$ cat config.mk
export PLATFORM = sky130hd
export DESIGN_NAME = srcomp_front
export DESIGN_NICKNAME = d
export VERILOG_FILES = /design/src/srcomp_pkg.sv /design/src/srcomp_front.sv
export SDC_FILE = /design/constraint.sdc
export NUM_CORES = 2
export LEC_CHECK = 0
export BUFFER_PORTS_ARGS = -buffer_cell sky130_fd_sc_hd__buf_2
export CAP_MARGIN = 20
export CORE_AREA = 2 2 365 367
export DETAILED_ROUTE_END_ITERATION = 10
export DIE_AREA = 0 0 367 369
export GPL_TIMING_DRIVEN = 0
export HOLD_SLACK_MARGIN = 0.06
export SLEW_MARGIN = 20
export SYNTH_ARGS = -nofsm -noshare
export SYNTH_HDL_FRONTEND = slang
export SYNTH_SLANG_ARGS = --single-unit
$ cat constraint.sdc
create_clock -name clk -period 5.7 [get_ports clk]
set_input_delay 1.14 -clock clk [delete_from_list [all_inputs] [get_ports clk]]
set_output_delay 1.14 -clock clk [all_outputs]
set_load 0.02 [all_outputs]
$ cat src/srcomp_pkg.sv
// Shared types, constants and arithmetic helpers for the sensor compensation block.
// No dependencies; every other file imports this package.
package srcomp_pkg;

    localparam int Q_DEPTH      = 8;
    localparam int Q_PTR_W      = $clog2(Q_DEPTH);
    localparam int FRONT_STAGES = 5;
    localparam int BUSY_LEVEL   = Q_DEPTH - FRONT_STAGES;
    localparam int DIV_STEPS    = 64;
    localparam int BACK_PRE     = 12;
    localparam int POST_STAGES  = 5;

    localparam logic [63:0] PRESS_OFFSET = 64'd128000;
    localparam logic [63:0] PRESS_FULL   = 64'd1048576;
    localparam logic [63:0] PRESS_SCALE  = 64'd3125;
    localparam logic [63:0] PRESS_BIAS47 = 64'h0000_8000_0000_0000;
    localparam logic [31:0] HUM_OFFSET   = 32'd76800;
    localparam logic [31:0] HUM_CLAMP    = 32'd419430400;
    localparam logic [31:0] HUM_BIAS     = 32'd2097152;
    localparam logic [31:0] HUM_HALF15   = 32'd16384;
    localparam logic [31:0] HUM_ONE15    = 32'd32768;
    localparam logic [31:0] HUM_HALF14   = 32'd8192;

    // register indexes on the configuration port
    localparam logic [2:0] REG_TEMP      = 3'd0;
    localparam logic [2:0] REG_PRESS_LO  = 3'd1;
    localparam logic [2:0] REG_PRESS_HI  = 3'd2;
    localparam logic [2:0] REG_PRESS_HUM = 3'd3;
    localparam logic [2:0] REG_HUM       = 3'd4;

    typedef struct packed {
        logic [19:0] raw_temperature;
        logic [19:0] raw_pressure;
        logic [15:0] raw_humidity;
    } in_t;

    typedef struct packed {
        logic [31:0] temperature_centi;
        logic [31:0] fine_temperature;
        logic [31:0] pressure_q24_8;
        logic        pressure_invalid;
        logic [16:0] humidity_q22_10;
    } out_t;

    typedef struct packed {
        logic [47:0] temp_coeffs;
        logic [63:0] press_coeffs_low;
        logic [63:0] press_coeffs_high;
        logic [47:0] press_hum_coeffs;
        logic [39:0] hum_coeffs;
    } coef_t;

    // queue entry between front and back
    typedef struct packed {
        logic [31:0] temp;
        logic [31:0] fine;
        logic [19:0] adc_p;
        logic [15:0] adc_h;
    } q_t;

    // partial products of a 64 x 64 low-half multiply
    typedef struct packed {
        logic [63:0] ll;
        logic [31:0] cr;
    } pp_t;

    function automatic pp_t mul_pp(input logic [63:0] a, input logic [63:0] b);
        pp_t r;
        r.ll = {32'b0, a[31:0]} * {32'b0, b[31:0]};
        r.cr = a[31:0] * b[63:32] + a[63:32] * b[31:0];
        return r;
    endfunction

    function automatic logic [63:0] pp_sum(input pp_t x);
        return x.ll + {x.cr, 32'b0};
    endfunction

    function automatic logic [31:0] asr32(input logic [31:0] x, input logic [5:0] s);
        return 32'($signed(x) >>> s);
    endfunction

    function automatic logic [63:0] asr64(input logic [63:0] x, input logic [5:0] s);
        return 64'($signed(x) >>> s);
    endfunction

    function automatic logic [63:0] sx16_64(input logic [15:0] v);
        return {{48{v[15]}}, v};
    endfunction

    function automatic logic [31:0] sx16_32(input logic [15:0] v);
        return {{16{v[15]}}, v};
    endfunction

    function automatic logic [31:0] sx8_32(input logic [7:0] v);
        return {{24{v[7]}}, v};
    endfunction

endpackage

$ cat src/srcomp_front.sv
// Front pipeline: takes a raw sample and works out fine and centi temperature.
// Depends on srcomp_pkg.
module srcomp_front
    import srcomp_pkg::*;
(
    input  logic        clk,
    input  logic        rst_n,
    input  logic        accept,
    input  in_t         sample,
    input  logic [47:0] temp_coeffs,
    output logic        push,
    output q_t          push_data
);

    logic [31:0] t1, t2, t3;
    logic [FRONT_STAGES-1:0] vld_reg;

    logic [31:0] f1_a_reg, f1_b_reg;
    logic [31:0] f2_ma_reg, f2_mb_reg;
    logic [31:0] f3_tv1_reg, f3_mc_reg;
    logic [31:0] f4_fine_reg;
    q_t          f5_out_reg;
    logic [19:0] adc_p_reg [FRONT_STAGES-1];
    logic [15:0] adc_h_reg [FRONT_STAGES-1];

    assign t1 = {16'b0, temp_coeffs[15:0]};
    assign t2 = sx16_32(temp_coeffs[31:16]);
    assign t3 = sx16_32(temp_coeffs[47:32]);

    always_ff @(posedge clk or negedge rst_n)
    begin
        if (!rst_n)
        begin
            vld_reg <= '0;
        end
        else
        begin
            vld_reg <= {vld_reg[FRONT_STAGES-2:0], accept};
        end
    end

    always_ff @(posedge clk)
    begin
        f1_a_reg    <= {15'b0, sample.raw_temperature[19:3]} - {t1[30:0], 1'b0};
        f1_b_reg    <= {16'b0, sample.raw_temperature[19:4]} - t1;
        f2_ma_reg   <= f1_a_reg * t2;
        f2_mb_reg   <= f1_b_reg * f1_b_reg;
        f3_tv1_reg  <= asr32(f2_ma_reg, 6'd11);
        f3_mc_reg   <= asr32(f2_mb_reg, 6'd12) * t3;
        f4_fine_reg <= f3_tv1_reg + asr32(f3_mc_reg, 6'd14);
        // fine * 5 + 128, then arithmetic shift by 8
        f5_out_reg.temp  <= asr32({f4_fine_reg[29:0], 2'b0} + f4_fine_reg + 32'd128, 6'd8);
        f5_out_reg.fine  <= f4_fine_reg;
        f5_out_reg.adc_p <= adc_p_reg[FRONT_STAGES-2];
        f5_out_reg.adc_h <= adc_h_reg[FRONT_STAGES-2];

        adc_p_reg[0] <= sample.raw_pressure;
        adc_h_reg[0] <= sample.raw_humidity;
        for (int i = 1; i < FRONT_STAGES - 1; i++)
        begin
            adc_p_reg[i] <= adc_p_reg[i-1];
            adc_h_reg[i] <= adc_h_reg[i-1];
        end
    end

    assign push      = vld_reg[FRONT_STAGES-1];
    assign push_data = f5_out_reg;

endmodule

== Word level (Yosys, flattened, before mapping) ==
Memory sizes are Yosys's and may differ from the RTL's. A register that Yosys moved wholly into a read port is not among the register bits.
Index checks and enable logic that the tools add are counted.
Cells by class
  add/subtract/negate cells: 5
  multipliers: 3
Operators with widths (count)
  $add 32x32->32: 1
  $add 32x8->32 const B: 1
  $mul 17x17->32: 1
  $mul 18x16->32: 1
  $mul 20x16->32: 1
  $add 21x18->22: 1
  $sub 17x17->18: 1
  $sub 16x16->17: 1
Storage, ports and cells
  register bits after elaboration: 245
  RAM bits: 144
  bits of input ports: 107
  output and inout port bits: 101
  logic and storage cells: 20
  memories kept: 2
Memory list
  adc_p_reg: words 4, width 20, read ports 4, clocked after memory_dff 1, write ports 4, RTL line srcomp_front.sv:23  | logic [19:0] adc_p_reg [FRONT_STAGES-1];
  adc_h_reg: words 4, width 16, read ports 4, clocked after memory_dff 1, write ports 4, RTL line srcomp_front.sv:24  | logic [15:0] adc_h_reg [FRONT_STAGES-1];

== Longest topological paths before layout ==
  word-level depth: 2
  depth in mapped cells: 25
  depth with buffers taken out: 24

== Worst setup path before layout ==
OpenSTA, ideal clock, no wires.
  path kind: input port to flip-flop
  start point: input port temp_coeffs[23]
  end point: register f2_ma_reg[22]
  setup time: 0.131 ns
  data arrival time: 6.717 ns
  data required time: 5.569 ns
  slack: -1.148 ns
  stages: 23
  buffers on the path: 2
  cell sequence: clkbuf_1 clkbuf_1 nand2_1 fa_1 inv_1 fa_1 inv_1 fa_1 inv_1 fa_1 fa_1 inv_1 fa_1 inv_1 ha_1 and4_1 and4_1 o31ai_2 and2_1 nor2_1 a41o_1 a211oi_1 nor3_1
Between the ends
  cells in the longest elaborated chain, start to end: 1
Ends and longest elaborated chain
  start: declaration: RTL line srcomp_front.sv:10  | input logic [47:0] temp_coeffs,
  $mul 18x16->32: RTL line srcomp_front.sv:46  | f2_ma_reg <= f1_a_reg * t2;
  end signal: assignment: RTL line srcomp_front.sv:46
  end: declaration: RTL line srcomp_front.sv:19  | logic [31:0] f2_ma_reg, f2_mb_reg;
No other way between the ends.

== Worst setup path after layout ==
  start point: input port temp_coeffs[22]
  end point: register f2_ma_reg[31]
Same word-level chain as after synthesis.

==> impl_metrics.yaml <==
floorplanning:
  die_area_um2: 135400
  die_h_um: 369
  start_util_pct: 29.97
  rows: 133
  coreArea_um2: 131100
  io_pins: 208
  die_w_um: 367
logic_synthesis:
  syn-instance-count: 3966
  synthFlopType: "dfxtp_1"
  syn-num-nets: 5212
  ys_types: 65
  seq_area_frac_synth_pct: 17.94
  ys_ff_latch: 351
  synth_warnings: 0
  synth-async-reset-ratio_pct: 1.425
  synth_edf_count: 0
  syn_area_um2: 39300
  syn_area_per_cell_um2: 9.910
routing:
  met2_length_um: 49190
  ant_nets: 0
  via_count: 27030
  vias_per_cell: 4.416
  drtPass1Iterations: 7
  wl_met1_um: 42410
  routed.top_layer: "met5"
  drcViolationCount: 0
  drt_iter0_drc: 1537
  met3WireLength_um: 8065
  routed_wl_um: 102700
  wire_per_inst_um: 16.78
clocking:
  clockRootBuffer: "clkbuf_16"
  htreeDepth: 2
  clock_latency_ps: 600
  cts_tree: "done"
  clockBufferDepth: 3
  cts_sinks: 351
  hold_buffers: 0
  clk_pin_slew_ps: 60
  numCtsBuffers: 38
global_routing:
  antenna_found_initial: 8
  grt_max_degree: 17
  first_global_vias: 29380
  grt_pass1_wl_um: 161000
  overflow: 0
  grt.total_usage_pct: 15.37
timing:
  hold_violations: 0
  rsz0062_at_grt: "true"
  fin_skew_ps: 54.34
  setup_slack_ps: -908.7
  fmax_mhz: 151.3
  timing.final.crit_share_pct: 115.9
  worst_pin_slew_ps: 632.5
  slew_headroom_pct: 56.74
  hold_slack_ps: 290.6
  setup_violations: 43
  slew_viol_final: 0
  min_period_ps: 6609
hold_path:
  min-delay-path-class: "flop to flop"
  holdPathStages: 0
worst_setup_path:
  setup.worst_path.end_class: "flop"
  rr_worst_depth: 24
  cp_num_cells: 24
  slowest_stage: "fa_2"
  slowest_delay_ps: 570
  cp.buffers_inverters: 7
  crit_type: "primary input to flop"
  crit_chain: "buf_12, buf_8, and2_4, fa_1, inv_2, fa_1, fa_1, inv_2, fa_1, fa_1, inv_2, fa_2, inv_2, ha_4, and4_4, nand3_2, o211ai_1, o31ai_4, a2111oi_4, buf_4, o21ai_2, nand3_2, a31oi_2, xnor2_2"
  crit_family: "adder cells"
  required_ps: 6110
  worstPathMaxFanout: 5
  crit_top_cell: "fa_1"
  cp.arrival_ps: 7020
  setup.worst_path.start_class: "primary input"
layout:
  final_common_cell: "inv_1"
  final_cell_area_um2: 47840
  nFillCells: 13200
  drive_gt1_share_pct: 19.80
  nets: 5585
  syn2layout_area_growth_pct: 21.72
  final_cell_mix: "inv_1, fa_1, nand2_1"
  largest_reg_flops: 82
place:
  gp_congestion: 0.8974
  dp_hpwl_um: 82610
  io_buffer_count: 188
  place_area_um2: 43010
flow_run:
  maxCapViolations: 0
outcome:
  outcome: "complete, but fails checks"
  violations: "negative setup slack"
==> worst register-to-register path, cell delays in order, from the launching register on <==
cell and delay (ps):
dfxtp_4 370, clkbuf_16 150, buf_12 130, and2_1 150
fa_1 550, inv_2 40, fa_1 480, fa_1 500
inv_2 40, fa_1 480, fa_1 510, inv_2 40
fa_2 570, inv_2 60, ha_4 280, and4_4 220
nand3_2 60, o211ai_1 150, o31ai_4 140, a2111oi_4 530
buf_4 200, o21ai_2 60, nand3_2 100, a31oi_2 120
xnor2_2 380
==> cells in the mapped netlist (all sizes together) (7+ instances only) <==
library cell / n / share of area, %
inv: 1015 / 9.7
fa: 815 / 42
xnor2: 118 / 2.6
a21o: 28 / 0.53
o211ai: 11 / 0.22
dfxtp: 346 / 18
or3: 8 / 0.13
nor2b: 25 / 0.40
xor2: 37 / 0.82
ha: 324 / 10
nand2: 399 / 3.8
nor3: 27 / 0.34
o21a: 16 / 0.31
o21bai: 8 / 0.15
nand4: 9 / 0.14
a21oi: 58 / 0.76
o21ai: 37 / 0.47
nand3: 14 / 0.18
nand2b: 19 / 0.30
a211oi: 7 / 0.13
buf: 21 / 0.38
nor2: 99 / 0.95
a31oi: 12 / 0.23
clkbuf: 126 / 1.2
and2: 324 / 5.2
==> kinds of logic (layout without fill, tap and decap cells) <==
logic type / count (synthesis) / after routing / synth area share, %
buf+inv: 1162 / 1560 / 11.28
fa+ha+maj: 1139 / 1139 / 51.83
simple gates: 947 / 947 / 11.80
flops: 351 / 351 / 17.94
compound gates: 211 / 211 / 3.667
xor+xnor: 155 / 155 / 3.454
mux: 1 / 1 / 0.02865
other cells: 0 / 1 / 0
==> metrics by stage <==
stage | instances | setup WS (ps) | util, % | setup TNS [ps]
2_1_floorplan | 3966 | -653.5 | - | -13550
3_3_place_gp | 5909 | -2074 | 32.80 | -75000
3_5_place_dp | 5909 | -2141 | 32.80 | -77460
4_1_cts | 6059 | -913.6 | 35.58 | -20400
5_1_grt | 6120 | -1007 | 36.48 | -27780
6_report | 6120 | -908.7 | 36.48 | -20180
==> cell type report <==
cell class / count / area, µm² / area share [%]
diodes: 1 / 2.502 / 0.005231
plain buffers: 140 / 1750 / 3.659
clock buffers: 48 / 1028 / 2.150
clock inverters: 17 / 215.2 / 0.4499
inverters: 1015 / 3824 / 7.993
multi-input cells: 2453 / 29250 / 61.14
flip-flops and latches: 351 / 7147 / 14.94
well taps: 1755 / 2196 / 4.590
repair buffers: 340 / 2427 / 5.074
==> final timing paths <==
| check | start | endpoint | slack, ps |
|---|---|---|---|
| worst max-delay path | temp_coeffs[22] | f2_ma_reg[31] | -910 |
| worst min-delay path | f2_ma_reg[16] | f3_tv1_reg[5] | 290 |
| worst max register to register | f1_a_reg[10] | f2_ma_reg[31] | -820 |
| worst min register to register | f2_ma_reg[16] | f3_tv1_reg[5] | 290 |
| max in group asynchronous | rst_n | vld_reg[3] | 5210 |
| min in group asynchronous | rst_n | vld_reg[4] | 370 |
==> timing repair <==
action,4_1_cts,5_1_grt
pin swaps,84,143
buffers inserted,87,70
endpoints found under the setup margin,59,51
gates cloned,0,0
gates resized for setup,401,278
==> routing by layer <==
layer	vias up	global-route usage [%]
li1	12300	-
met1	13690	19.38
met2	861	25.67
met3	171	3.927
met4	6	4.808
met5	-	0.4274
Power is left out: the tool's default activity adds up to more than one toggle a clock period on the data nets, which glitch-free logic cannot reach.
