**src/srcomp_pkg.sv**
```systemverilog
// Shared types, constants and arithmetic helpers for the sensor compensation block.
// No dependencies; every other file imports this package.
package srcomp_pkg;

    localparam int Q_DEPTH      = 8;
    localparam int Q_PTR_W      = $clog2(Q_DEPTH);
    localparam int FRONT_STAGES = 5;
    localparam int BUSY_LEVEL   = Q_DEPTH - FRONT_STAGES;
    localparam int DIV_STEPS    = 64;
    localparam int BACK_PRE     = 12;
    localparam int POST_STAGES  = 5;

    localparam logic [63:0] PRESS_OFFSET = 64'd128000;
    localparam logic [63:0] PRESS_FULL   = 64'd1048576;
    localparam logic [63:0] PRESS_SCALE  = 64'd3125;
    localparam logic [63:0] PRESS_BIAS47 = 64'h0000_8000_0000_0000;
    localparam logic [31:0] HUM_OFFSET   = 32'd76800;
    localparam logic [31:0] HUM_CLAMP    = 32'd419430400;
    localparam logic [31:0] HUM_BIAS     = 32'd2097152;
    localparam logic [31:0] HUM_HALF15   = 32'd16384;
    localparam logic [31:0] HUM_ONE15    = 32'd32768;
    localparam logic [31:0] HUM_HALF14   = 32'd8192;

    // register indexes on the configuration port
    localparam logic [2:0] REG_TEMP      = 3'd0;
    localparam logic [2:0] REG_PRESS_LO  = 3'd1;
    localparam logic [2:0] REG_PRESS_HI  = 3'd2;
    localparam logic [2:0] REG_PRESS_HUM = 3'd3;
    localparam logic [2:0] REG_HUM       = 3'd4;

    typedef struct packed {
        logic [19:0] raw_temperature;
        logic [19:0] raw_pressure;
        logic [15:0] raw_humidity;
    } in_t;

    typedef struct packed {
        logic [31:0] temperature_centi;
        logic [31:0] fine_temperature;
        logic [31:0] pressure_q24_8;
        logic        pressure_invalid;
        logic [16:0] humidity_q22_10;
    } out_t;

    typedef struct packed {
        logic [47:0] temp_coeffs;
        logic [63:0] press_coeffs_low;
        logic [63:0] press_coeffs_high;
        logic [47:0] press_hum_coeffs;
        logic [39:0] hum_coeffs;
    } coef_t;

    // queue entry between front and back
    typedef struct packed {
        logic [31:0] temp;
        logic [31:0] fine;
        logic [19:0] adc_p;
        logic [15:0] adc_h;
    } q_t;

    // partial products of a 64 x 64 low-half multiply
    typedef struct packed {
        logic [63:0] ll;
        logic [31:0] cr;
    } pp_t;

    function automatic pp_t mul_pp(input logic [63:0] a, input logic [63:0] b);
        pp_t r;
        r.ll = {32'b0, a[31:0]} * {32'b0, b[31:0]};
        r.cr = a[31:0] * b[63:32] + a[63:32] * b[31:0];
        return r;
    endfunction

    function automatic logic [63:0] pp_sum(input pp_t x);
        return x.ll + {x.cr, 32'b0};
    endfunction

    function automatic logic [31:0] asr32(input logic [31:0] x, input logic [5:0] s);
        return 32'($signed(x) >>> s);
    endfunction

    function automatic logic [63:0] asr64(input logic [63:0] x, input logic [5:0] s);
        return 64'($signed(x) >>> s);
    endfunction

    function automatic logic [63:0] sx16_64(input logic [15:0] v);
        return {{48{v[15]}}, v};
    endfunction

    function automatic logic [31:0] sx16_32(input logic [15:0] v);
        return {{16{v[15]}}, v};
    endfunction

    function automatic logic [31:0] sx8_32(input logic [7:0] v);
        return {{24{v[7]}}, v};
    endfunction

endpackage

```
**src/srcomp_fifo.sv**
```systemverilog
// Short queue between front and back; the back drains one beat per cycle.
// Depends on srcomp_pkg.
module srcomp_fifo
    import srcomp_pkg::*;
(
    input  logic clk,
    input  logic rst_n,
    input  logic push,
    input  q_t   push_data,
    output logic pop,
    output q_t   pop_data,
    output logic busy
);

    q_t                 mem_reg [Q_DEPTH];
    logic [Q_PTR_W-1:0] wr_ptr_reg, rd_ptr_reg;
    logic [Q_PTR_W:0]   count_reg;

    assign pop      = (count_reg != '0);
    assign pop_data = mem_reg[rd_ptr_reg];
    assign busy     = (count_reg >= (Q_PTR_W+1)'(BUSY_LEVEL));

    always_ff @(posedge clk)
    begin
        if (push)
        begin
            mem_reg[wr_ptr_reg] <= push_data;
        end
    end

    always_ff @(posedge clk or negedge rst_n)
    begin
        if (!rst_n)
        begin
            wr_ptr_reg <= '0;
            rd_ptr_reg <= '0;
            count_reg  <= '0;
        end
        else
        begin
            if (push)
            begin
                wr_ptr_reg <= wr_ptr_reg + 1'b1;
            end
            if (pop)
            begin
                rd_ptr_reg <= rd_ptr_reg + 1'b1;
            end
            if (push && !pop)
            begin
                count_reg <= count_reg + 1'b1;
            end
            else if (!push && pop)
            begin
                count_reg <= count_reg - 1'b1;
            end
        end
    end

`ifndef SYNTHESIS
    a_no_overflow: assert property (@(posedge clk) disable iff (!rst_n)
        count_reg <= (Q_PTR_W+1)'(Q_DEPTH))
        else $error("queue count beyond depth");
    a_push_room: assert property (@(posedge clk) disable iff (!rst_n)
        push |-> count_reg < (Q_PTR_W+1)'(Q_DEPTH))
        else $error("push into full queue");
    a_drain: assert property (@(posedge clk) disable iff (!rst_n)
        (pop && !push) |=> count_reg == $past(count_reg) - 1'b1)
        else $error("queue not draining");
`endif

endmodule

```
**config.mk**
```make
export PLATFORM = sky130hd
export DESIGN_NAME = srcomp_fifo
export DESIGN_NICKNAME = d
export VERILOG_FILES = /design/src/srcomp_pkg.sv /design/src/srcomp_fifo.sv
export SDC_FILE = /design/constraint.sdc
export NUM_CORES = 1
export LEC_CHECK = 0
export ABC_AREA = 0
export BUFFER_PORTS_ARGS = -buffer_cell sky130_fd_sc_hd__buf_2
export CAP_MARGIN = 20
export CELL_PAD_IN_SITES_DETAIL_PLACEMENT = 1
export CELL_PAD_IN_SITES_GLOBAL_PLACEMENT = 1
export CORE_MARGIN = 1
export CORE_UTILIZATION = 35
export DETAILED_ROUTE_END_ITERATION = 6
export GPL_ROUTABILITY_DRIVEN = 0
export PLACE_DENSITY = 0.65
export SYNTH_ARGS = -nofsm -noshare
export SYNTH_HDL_FRONTEND = slang
export SYNTH_SLANG_ARGS = --single-unit
```
**constraint.sdc**
```tcl
create_clock -name clk -period 18.73 [get_ports clk]
set_input_delay 0.9365 -clock clk [delete_from_list [all_inputs] [get_ports clk]]
set_output_delay 0.9365 -clock clk [all_outputs]
set_load 0.01 [all_outputs]
```
After elaboration in Yosys (flattened, before gate mapping). Memory sizes are Yosys's and may differ from the RTL's. Index checks and enable logic that the tools add are counted. W data, S select, Z words.

$add $sub $neg: 4. $mul: 0. Div/mod/pow operators: 0. $lt $le $gt $ge: 1. Eq/ne operators: 0. Shifts and indexed selects: 0. Mux-type cells: 4. Bitwise operators: 0. Reduce and logical (&&, ||, !) cells: 6.

Operator list (count): $mux W4 (2); $add A3 B1 Y3 const B (2); $add A4 B1 Y4 const B (1); $ge A4 B2 Y1 const B (1); $reduce_bool A4 Y1 (1); $sub A4 B1 Y4 const B (1); $logic_and A1 B1 Y1 (2); $logic_not A1 Y1 (2); $mux W1 (2); $reduce_bool A2 Y1 (1).

Flip-flop bits (word level): 10. Bits in latches: 0. Memory bits (writable): 800. Bits in read-only memories: 0. Input port bits: 103. Output and inout port bits: 102. Memories: 1.

Memory list: mem_reg (words 8, bits a word 100, read ports 1, clocked after Yosys merged registers in 0, write ports 1, line srcomp_fifo.sv:15) `q_t mem_reg [Q_DEPTH];`.

Logic depth before layout (Yosys ltp). Gate-level depths: netlist of run 1.

Depth in word-level cells: 4. Gate-level depth with buffers: 8. Mapped depth without buffers: 7.

Worst setup path after synthesis of run 1. Ideal clock, no wire load.

Path kind: input-to-reg. Start: in push. End: mem mem_reg[0][0] (netlist bit) (enable). Setup time: 681 ps. Data arrival time: 7794 ps. Required time: 18049 ps. Setup slack: 10255 ps. Stages on the path: 2. Buffers on the path: 0. Cells stage by stage: nand2b_1 > nor3_1.

Word-level cells in the longest chain between the ends: 2.

Ends and longest elaborated chain: start: declaration (line srcomp_fifo.sv:8) `input logic push,`; $mux W1 (line srcomp_fifo.sv:25) `if (push)`; $mux W1 (not written as such) (line srcomp_fifo.sv:27) `mem_reg[wr_ptr_reg] <= push_data;`; end: declaration (line srcomp_fifo.sv:15).

No other way between the ends.

==> results of run 1 <==
==> cell families (layout without fill, tap and decap cells) <==
family	count (synthesis)	in the layout	synth area share, %
other cells	0	4	0
simple gates	29	29	0.460
buf+inv	60	396	1.60
compound gates	8	8	0.179
mux	302	302	18.4
flops	810	810	79.0
fa+ha+maj	5	5	0.204
xor+xnor	7	7	0.199
==> cell usage after synthesis (all sizes together) <==
cell / instances / area [um^2]
clkbuf: 20 / 75.1
or4: 1 / 7.51
xnor2: 5 / 43.8
nand2b: 3 / 18.8
nor4: 1 / 12.5
or3: 1 / 6.26
nand3b: 1 / 7.51
nand2: 10 / 37.5
o21ai: 2 / 10.0
o211ai: 2 / 15.0
xor2: 2 / 17.5
a2111o: 1 / 11.3
dfrtp: 10 / 250
mux2: 101 / 1140
mux2i: 1 / 10.0
a211o: 1 / 8.76
mux4: 200 / 4500
edfxtp: 800 / 24000
a21oi: 2 / 10.0
nor2: 7 / 26.3
buf: 38 / 408
ha: 5 / 62.6
inv: 2 / 7.51
nand3: 2 / 10.0
nor3: 3 / 15.0
==> layer usage <==
layer / vias to the layer above / routed length [um] / part of all wire, % / GRT usage (%)
li1: 5804 / - / - / -
met1: 7243 / 29100 / 43 / 20.0
met2: 284 / 33600 / 50 / 25.3
met3: 93 / 3460 / 5.1 / 3.82
met4: 22 / 954 / 1.4 / 3.52
met5: - / 124 / 0.18 / 0
==> power breakdown <==
group	internal, mW	switching, mW
clock	0.988	0.684
sequential	2.28	0.113
combinational	0.783	0.857
total	4.05	1.65
==> per-stage QoR <==
step	cells	hold WS, ps	power, mW	utilization, %
floorplan	1221	517	3.61	-
global placement	2555	549	4.08	38.0
detailed placement	2555	592	4.12	38.0
CTS	2711	136	5.81	41.2
global route	2715	157	5.97	41.3
finish	2716	180	5.70	41.3
==> worst max-delay path, stage by stage (launching register included) <==
cell     delay, ps
dfrtp_4       1010
buf_4          580
buf_4          770
mux4_2         600
mux2_2         300
buf_2          150
==> cell type report <==
| cell class | instances | area [um^2] |
|---|---|---|
| diodes | 4 | 10.0 |
| clock buffers | 99 | 2220 |
| clock inverters | 57 | 557 |
| fillers | 8082 | 51000 |
| inverters | 2 | 7.51 |
| multi-input cells | 351 | 6030 |
| flip-flops and latches | 810 | 24300 |
| well taps | 1155 | 1450 |
| repair buffers | 238 | 1300 |
==> worst paths after layout <==
kind	end	slack, ps	cells after the start
max in group asynchronous	rd_ptr_reg[0]	18320	1
max	pop_data[32]	13600	5
min	rd_ptr_reg[2]	180	1
min reg2reg	count_reg[2]	600	2
max reg2reg	count_reg[3]	16050	7
min in group clk	mem_reg[0][5]	560	1
==> impl_metrics.tcl, run 1 <==
set metrics [dict create \
    status "complete, no violations" \
    cts.repair.resized 0 \
    dpl_cell_area_um2 33000 \
    drive_above_1_share_pct 43.3 \
    period_share_pct 27.4 \
    antenna_left 0 \
    antenna_found_initial 14 \
    ys_types 29 \
    ir_drop_v 0.0000709 \
    fmax_mhz 195 \
    fin_skew_ps 22.9 \
    cts_root_buffer "clkbuf_16" \
    gr-total-overflow 0 \
    grt_pass1_wl_um 99000 \
    critPathMaxFanout 44 \
    synth_fp_nets 1329 \
    endpoint_kind "output port" \
    power_density_nw_per_um2 159 \
    cts-buffers-inserted 84 \
    nets 1595 \
    clock_sinks 810 \
    htree_levels 3 \
    netlist_area_um2 30700 \
    timing.final.crit_period_ps 5130 \
    die_x_um 298 \
    cp_data_arrival_time_ps 4200 \
    first_iter_violations 913 \
    holdBufCountCts 0 \
    detail_route.wl_per_cell_um 24.7 \
    synth.ff_latch_count 810 \
    finalWorstSetupSlack_ps 13600 \
    post-route-cell-area_um2 35900 \
    num_vias 13400 \
    num_io_pins 205 \
    largest_reg_flops 800 \
    die_y_um 298 \
    cap_violations 0 \
    final_common_cell "edfxtp_1" \
    ys.warnings.count 0 \
    rr_startpoint "count_reg[0]" \
    numPortBuffers 204 \
    clkLatencyLatePin_ps 640 \
    finalMaxSlewViolations 0 \
    cts_tree "built" \
    crit_path_start_kind "register" \
    post-cts-setup-buffer-count 0 \
    setup_violations 0 \
    drtPass1Iterations 4 \
    synth-seq-area-share_pct 79.0 \
    cp-startpoint "rd_ptr_reg[0]" \
    cts_buffer_depth 3 \
    finalHoldViolations 0 \
    clk_pin_slew_ps 60 \
    relSlewSlack_pct 28.1 \
    power_leakage_nw 11.5 \
    mostFrequentLayoutCells "edfxtp_1, buf_2, mux4_2, mux2_2, clkbuf_16" \
    drt_wl_total_um 67200 \
    die_area_um2 89000 \
    vias_per_cell 4.95 \
    tightest_slew_ps 1080 \
    grt_pass1_vias 14800 \
    synth_cells 1221 \
    grt_max_degree 70 \
    drc_errors 0 \
    hold_path.class "primary input to asynchronous set/reset pin" \
    rsz0062_at_grt "false" \
    place_ws_ps 13620 \
    required_ps 17790 \
    area_growth_pct 16.6 \
    finalSetupTns_ps 0 \
    grt_usage_pct 15.2 \
    start_util_pct 35.4 \
    critPathKind "register to output port" \
    hpwl_um 35800 \
    avgSynthCellArea_um2 25.2 \
    coreArea_um2 86900 \
    rows 108 \
]
(Power assumes the default switching activity.)
==> inputs of run 2 (changes only) <==
==> constraint.sdc (replaced) <==
create_clock -name clk -period 5.35 [get_ports clk]
set_input_delay 0.2675 -clock clk [delete_from_list [all_inputs] [get_ports clk]]
set_output_delay 0.2675 -clock clk [all_outputs]
set_load 0.01 [all_outputs]
==> run 2 against run 1 <==
Sequential power grew to 3.5 times the previous value. Clock skew shrank 6.9 ps. Count of clock-buffer cells in the layout increased by 11. Wire length hardly changed. Die area unchanged. Setup slack worse by 12000 ps. Critical path type unchanged.
==> impl_metrics.tcl, run 2 (same netlist as run 1, synthesis figures left out) <==
set metrics [dict create \
    rsz0062_at_grt "false" \
    drc_errors 0 \
    netSwitchingFraction_pct 29.1 \
    crit_path_start_kind "register" \
    dp.cells 2548 \
    antenna_left 0 \
    final_common_cell "edfxtp_1" \
    die_y_um 298 \
    die_x_um 298 \
    pwr-share-comb_pct 29.0 \
    fmax_mhz 296 \
    p_int_mw 14.1 \
    gr-total-overflow 0 \
    rr_startpoint "count_reg[0]" \
    clkPwrFrac_pct 28.5 \
    grt_pass1_vias 15400 \
    fin_skew_ps 16.0 \
    p_sw_mw 5.77 \
    relSlewSlack_pct 31.5 \
    cts-buffers-inserted 85 \
    hold_path.class "primary input to asynchronous set/reset pin" \
    first_iter_violations 862 \
    endpoint_kind "output port" \
    critPathMaxFanout 81 \
    clkLatencyLatePin_ps 610 \
    power_leakage_nw 11.9 \
    clock_sinks 810 \
    finalSetupTns_ps 0 \
    cp_data_arrival_time_ps 3110 \
    finalHoldViolations 0 \
    cp-startpoint "rd_ptr_reg[1]" \
    num_io_pins 205 \
    antenna_found_initial 6 \
    cap_violations 0 \
    grt_max_degree 101 \
    timing.final.crit_period_ps 3380 \
    stdcell_count 2798 \
    wl_met3_um 2730 \
    area_growth_pct 19.6 \
    setup_violations 0 \
    power_density_nw_per_um2 540 \
    drive_above_1_share_pct 39.9 \
    fillCellCount 8030 \
    num_vias 13800 \
    grt_usage_pct 15.1 \
    cts_tree "built" \
    met1_length_um 29900 \
    nets 1690 \
    met2_length_um 33400 \
    start_util_pct 35.4 \
    cts_buffer_depth 3 \
    hpwl_um 35000 \
    coreArea_um2 86900 \
    drt_wl_total_um 67100 \
    route.top_layer_used "met5" \
    vias_per_cell 4.94 \
    largest_reg_flops 800 \
    rows 108 \
    cts_root_buffer "clkbuf_16" \
    status "complete, no violations" \
    htree_levels 3 \
    period_share_pct 63.2 \
    clk_pin_slew_ps 60 \
    mostFrequentLayoutCells "edfxtp_1, buf_2, mux4_2, dlygate4sd3_1, mux2_2" \
    die_area_um2 89000 \
    drtPass1Iterations 4 \
    numPortBuffers 204 \
    p_seq_share_pct 42.5 \
    critPathKind "register to output port" \
    finalMaxSlewViolations 0 \
    grt_pass1_wl_um 100000 \
    detail_route.wl_per_cell_um 24.0 \
    ir_drop_v 0.000284 \
    tightest_slew_ps 1030 \
    required_ps 5080 \
]
## run 2: power groups by stage
| stage | Clock, mW | Sequential (mW) | Combinational (mW) |
|---|---|---|---|
| after detailed placement | 0 | 8.61 | 5.86 |
| after global routing | 6.03 | 8.54 | 6.21 |
| after CTS | 5.82 | 8.48 | 5.95 |
| after global placement | 0 | 8.53 | 5.80 |
| after floorplan | 0 | 8.36 | 4.24 |
| final | 5.65 | 8.44 | 5.76 |
## run 2: metal layers
metal,vias up,GRT usage (%)
met5,-,0
li1,5970,-
met4,8,3.42
met1,7483,20.4
met2,254,25.4
met3,97,3.04
## run 2: critical path, stage by stage, from the launching register on
cell and delay, ps:
dfrtp_4 1030, buf_12 400, mux4_2 410, mux2_2 330, buf_2 150
## run 2: worst paths after layout
path,cells after the start,endpoint,slack (ps)
min in group clk,2,mem_reg[3][32],470
max in group asynchronous,2,rd_ptr_reg[2],5010
max reg2reg,7,count_reg[3],2660
min reg2reg,1,wr_ptr_reg[1],570
min,2,count_reg[1],80
max,4,pop_data[97],1970
## run 2: area by class of cell
class | count | area (um^2) | share of cell area (%)
Timing Repair Buffer | 332 | 2350 | 6.39
Sequential cell | 810 | 24300 | 66.0
Inverter | 2 | 7.51 | 0.0204
Tap cell | 1155 | 1450 | 3.93
Antenna cell | 1 | 2.50 | 0.00680
Clock buffer | 110 | 2250 | 6.12
Clock inverter | 37 | 394 | 1.07
Multi-Input combinational cell | 351 | 6040 | 16.4
## run 2: per-stage QoR
step | setup slack (ps) | cell area [um^2] | utilization, % | hold slack [ps] | total power, mW
floorplan | 3.83 | 30700 | - | -28.1 | 12.6
global placement | 2530 | 33100 | 38.1 | 152 | 14.3
detailed placement | 2500 | 33100 | 38.1 | 162 | 14.5
CTS | 1830 | 36800 | 42.3 | 34.1 | 20.3
global route | 1750 | 36800 | 42.3 | 63.1 | 20.8
finish | 1970 | 36800 | 42.3 | 82.1 | 19.9
## run 2: what timing repair did
action	4_1_cts	5_1_grt
endpoints found under the hold margin	812	0
hold buffers	102	0
buffers inserted	0	0
gates resized for setup	0	0
==> inputs of run 3 (changes only) <==
==> constraint.sdc (replaced) <==
create_clock -name clk -period 3.5 [get_ports clk]
set_input_delay 0.175 -clock clk [delete_from_list [all_inputs] [get_ports clk]]
set_output_delay 0.175 -clock clk [all_outputs]
set_load 0.01 [all_outputs]
==> run 3 against run 2 <==
Flip-flop and latch count stayed put. Via count grew 1.0%. Sequential share of layout area decreased by 1.2 points.
==> impl_metrics.tcl, run 3 (same netlist as run 1, synthesis figures left out) <==
set metrics [dict create \
    status "complete, no violations" \
    hold_end "mem_reg[2][81]" \
    ir_drop_v 0.000583 \
    clk_pin_slew_ps 60 \
    r2r_slack_ps 890 \
    drc_errors 0 \
    die_x_um 298 \
    finalMaxSlewViolations 0 \
    timing.final.crit_period_ps 3170 \
    grtUsageMet1_pct 19.7 \
    relSlewSlack_pct 30.9 \
    cts.repair.resized 0 \
    dpl_cell_area_um2 33500 \
    grt_pass1_vias 15600 \
    cts_root_buffer "clkbuf_16" \
    cts_buffer_depth 3 \
    hold_path_depth 2 \
    cts-buffers-inserted 88 \
    required_ps 3320 \
    fmax_mhz 315 \
    hold_path.class "primary input to register" \
    rsz0062_at_grt "false" \
    place_ws_ps 867 \
    drt_wl_total_um 67200 \
    finalSetupTns_ps 0 \
    endpoint_kind "output port" \
    nets 1719 \
    first_iter_violations 853 \
    start_util_pct 35.4 \
    largest_reg_flops 800 \
    critical-path-top-delay-family "flip-flops" \
    cap_violations 0 \
    finalWorstSetupSlack_ps 327 \
    mostFrequentLayoutCells "edfxtp_1, buf_2, mux4_2, dlygate4sd3_1, mux2_2" \
    detail_route.wl_per_cell_um 23.7 \
    crit_path_start_kind "register" \
    drive_above_1_share_pct 41.5 \
    cp_data_arrival_time_ps 3000 \
    rr_endpoint "count_reg[3]" \
    critPathKind "register to output port" \
    cp_slowest_cell "dfrtp_4" \
    grt_usage_pct 15.3 \
    power_leakage_nw 12.2 \
    num_vias 14000 \
    cpPeakStageDelay_ps 970 \
    setup_violations 0 \
    rows 108 \
    die_area_um2 89000 \
    gr-total-overflow 0 \
    num_io_pins 205 \
    final_common_cell "edfxtp_1" \
    finalHoldViolations 0 \
    grt_pass1_wl_um 100000 \
    cts_tree "built" \
    vias_per_cell 4.91 \
    antenna_found_initial 3 \
    area_growth_pct 21.8 \
    cp_cell_sequence "buf_4 > mux4_2 > mux2_2 > buf_2" \
    met2_usage_pct 26.5 \
    worst-r2r-cell-count 7 \
    min-delay-start "push_data[81]" \
    top_usage_layer "met2" \
    coreArea_um2 86900 \
    drtPass1Iterations 4 \
    htree_levels 3 \
    power_density_nw_per_um2 835 \
    numPortBuffers 204 \
    gr-usage-met3_pct 2.50 \
    post-route-cell-area_um2 37400 \
    cp_num_buf_inv 2 \
    grt_max_degree 93 \
    antenna_left 0 \
    rr_startpoint "count_reg[0]" \
    clkLatencyLatePin_ps 620 \
    tightest_slew_ps 1030 \
    hold_slack_ps 345 \
    die_y_um 298 \
    hpwl_um 35900 \
    clock_sinks 810 \
    fin_skew_ps 22.6 \
    period_share_pct 90.7 \
    critPathMaxFanout 34 \
]
==> run 3: cell types whose count changed in the layout (fill, tap and decap cells not counted), moves of 4 or more <==
cell	before	now
clkbuf_1	23	17
buf_12	9	26
clkbuf_16	86	90
inv_6	1	6
clkinv_2	10	15
buf_4	17	25
==> run 3: per-stage QoR <==
step,std cells,util [%],power [mW]
2_1_floorplan,1221,-,19.2
3_3_place_gp,2573,38.6,22.3
3_5_place_dp,2573,38.6,22.5
4_1_cts,2839,43.1,31.9
5_1_grt,2840,43.1,32.7
6_report,2840,43.1,31.3
==> run 3: what timing repair did <==
action / 4_1_cts / 5_1_grt
hold endpoints to repair: 813 / 0
hold buffers: 103 / 0
setup buffers: 0 / 0
==> run 3: worst max path at each step <==
| stage | to | from | cells past startpoint |
|---|---|---|---|
| 6_report | pop_data[72] | rd_ptr_reg[0] | 4 |
| 5_1_grt | pop_data[74] | rd_ptr_reg[0] | 4 |
| 4_1_cts | pop_data[20] | rd_ptr_reg[0] | 4 |
| 3_5_place_dp | count_reg[3] | count_reg[0] | 7 |
| 3_3_place_gp | count_reg[3] | count_reg[0] | 7 |
| 2_1_floorplan | mem_reg[4][0] | wr_ptr_reg[0] | 2 |
==> run 3: layout make-up <==
class	instances	area, um^2
fillers	8032	49500
flip-flops and latches	810	24300
multi-input cells	351	6040
repair buffers	358	2760
clock buffers	108	2330
well taps	1155	1450
clock inverters	55	563
inverters	2	7.51
diodes	1	2.50
==> run 3: report_power, final <==
part	internal (mW)	leakage, nW	switching (mW)
logic	4.61	3.39	4.66
registers	12.2	7.38	0.645
clock network	5.43	1.40	3.76
==> run 3: per-layer routing <==
metal / vias up / part of all wire (%)
met5: - / 0.033
met4: 4 / 1.9
met3: 91 / 3.5
met2: 265 / 52
met1: 7560 / 43
li1: 6034 / -
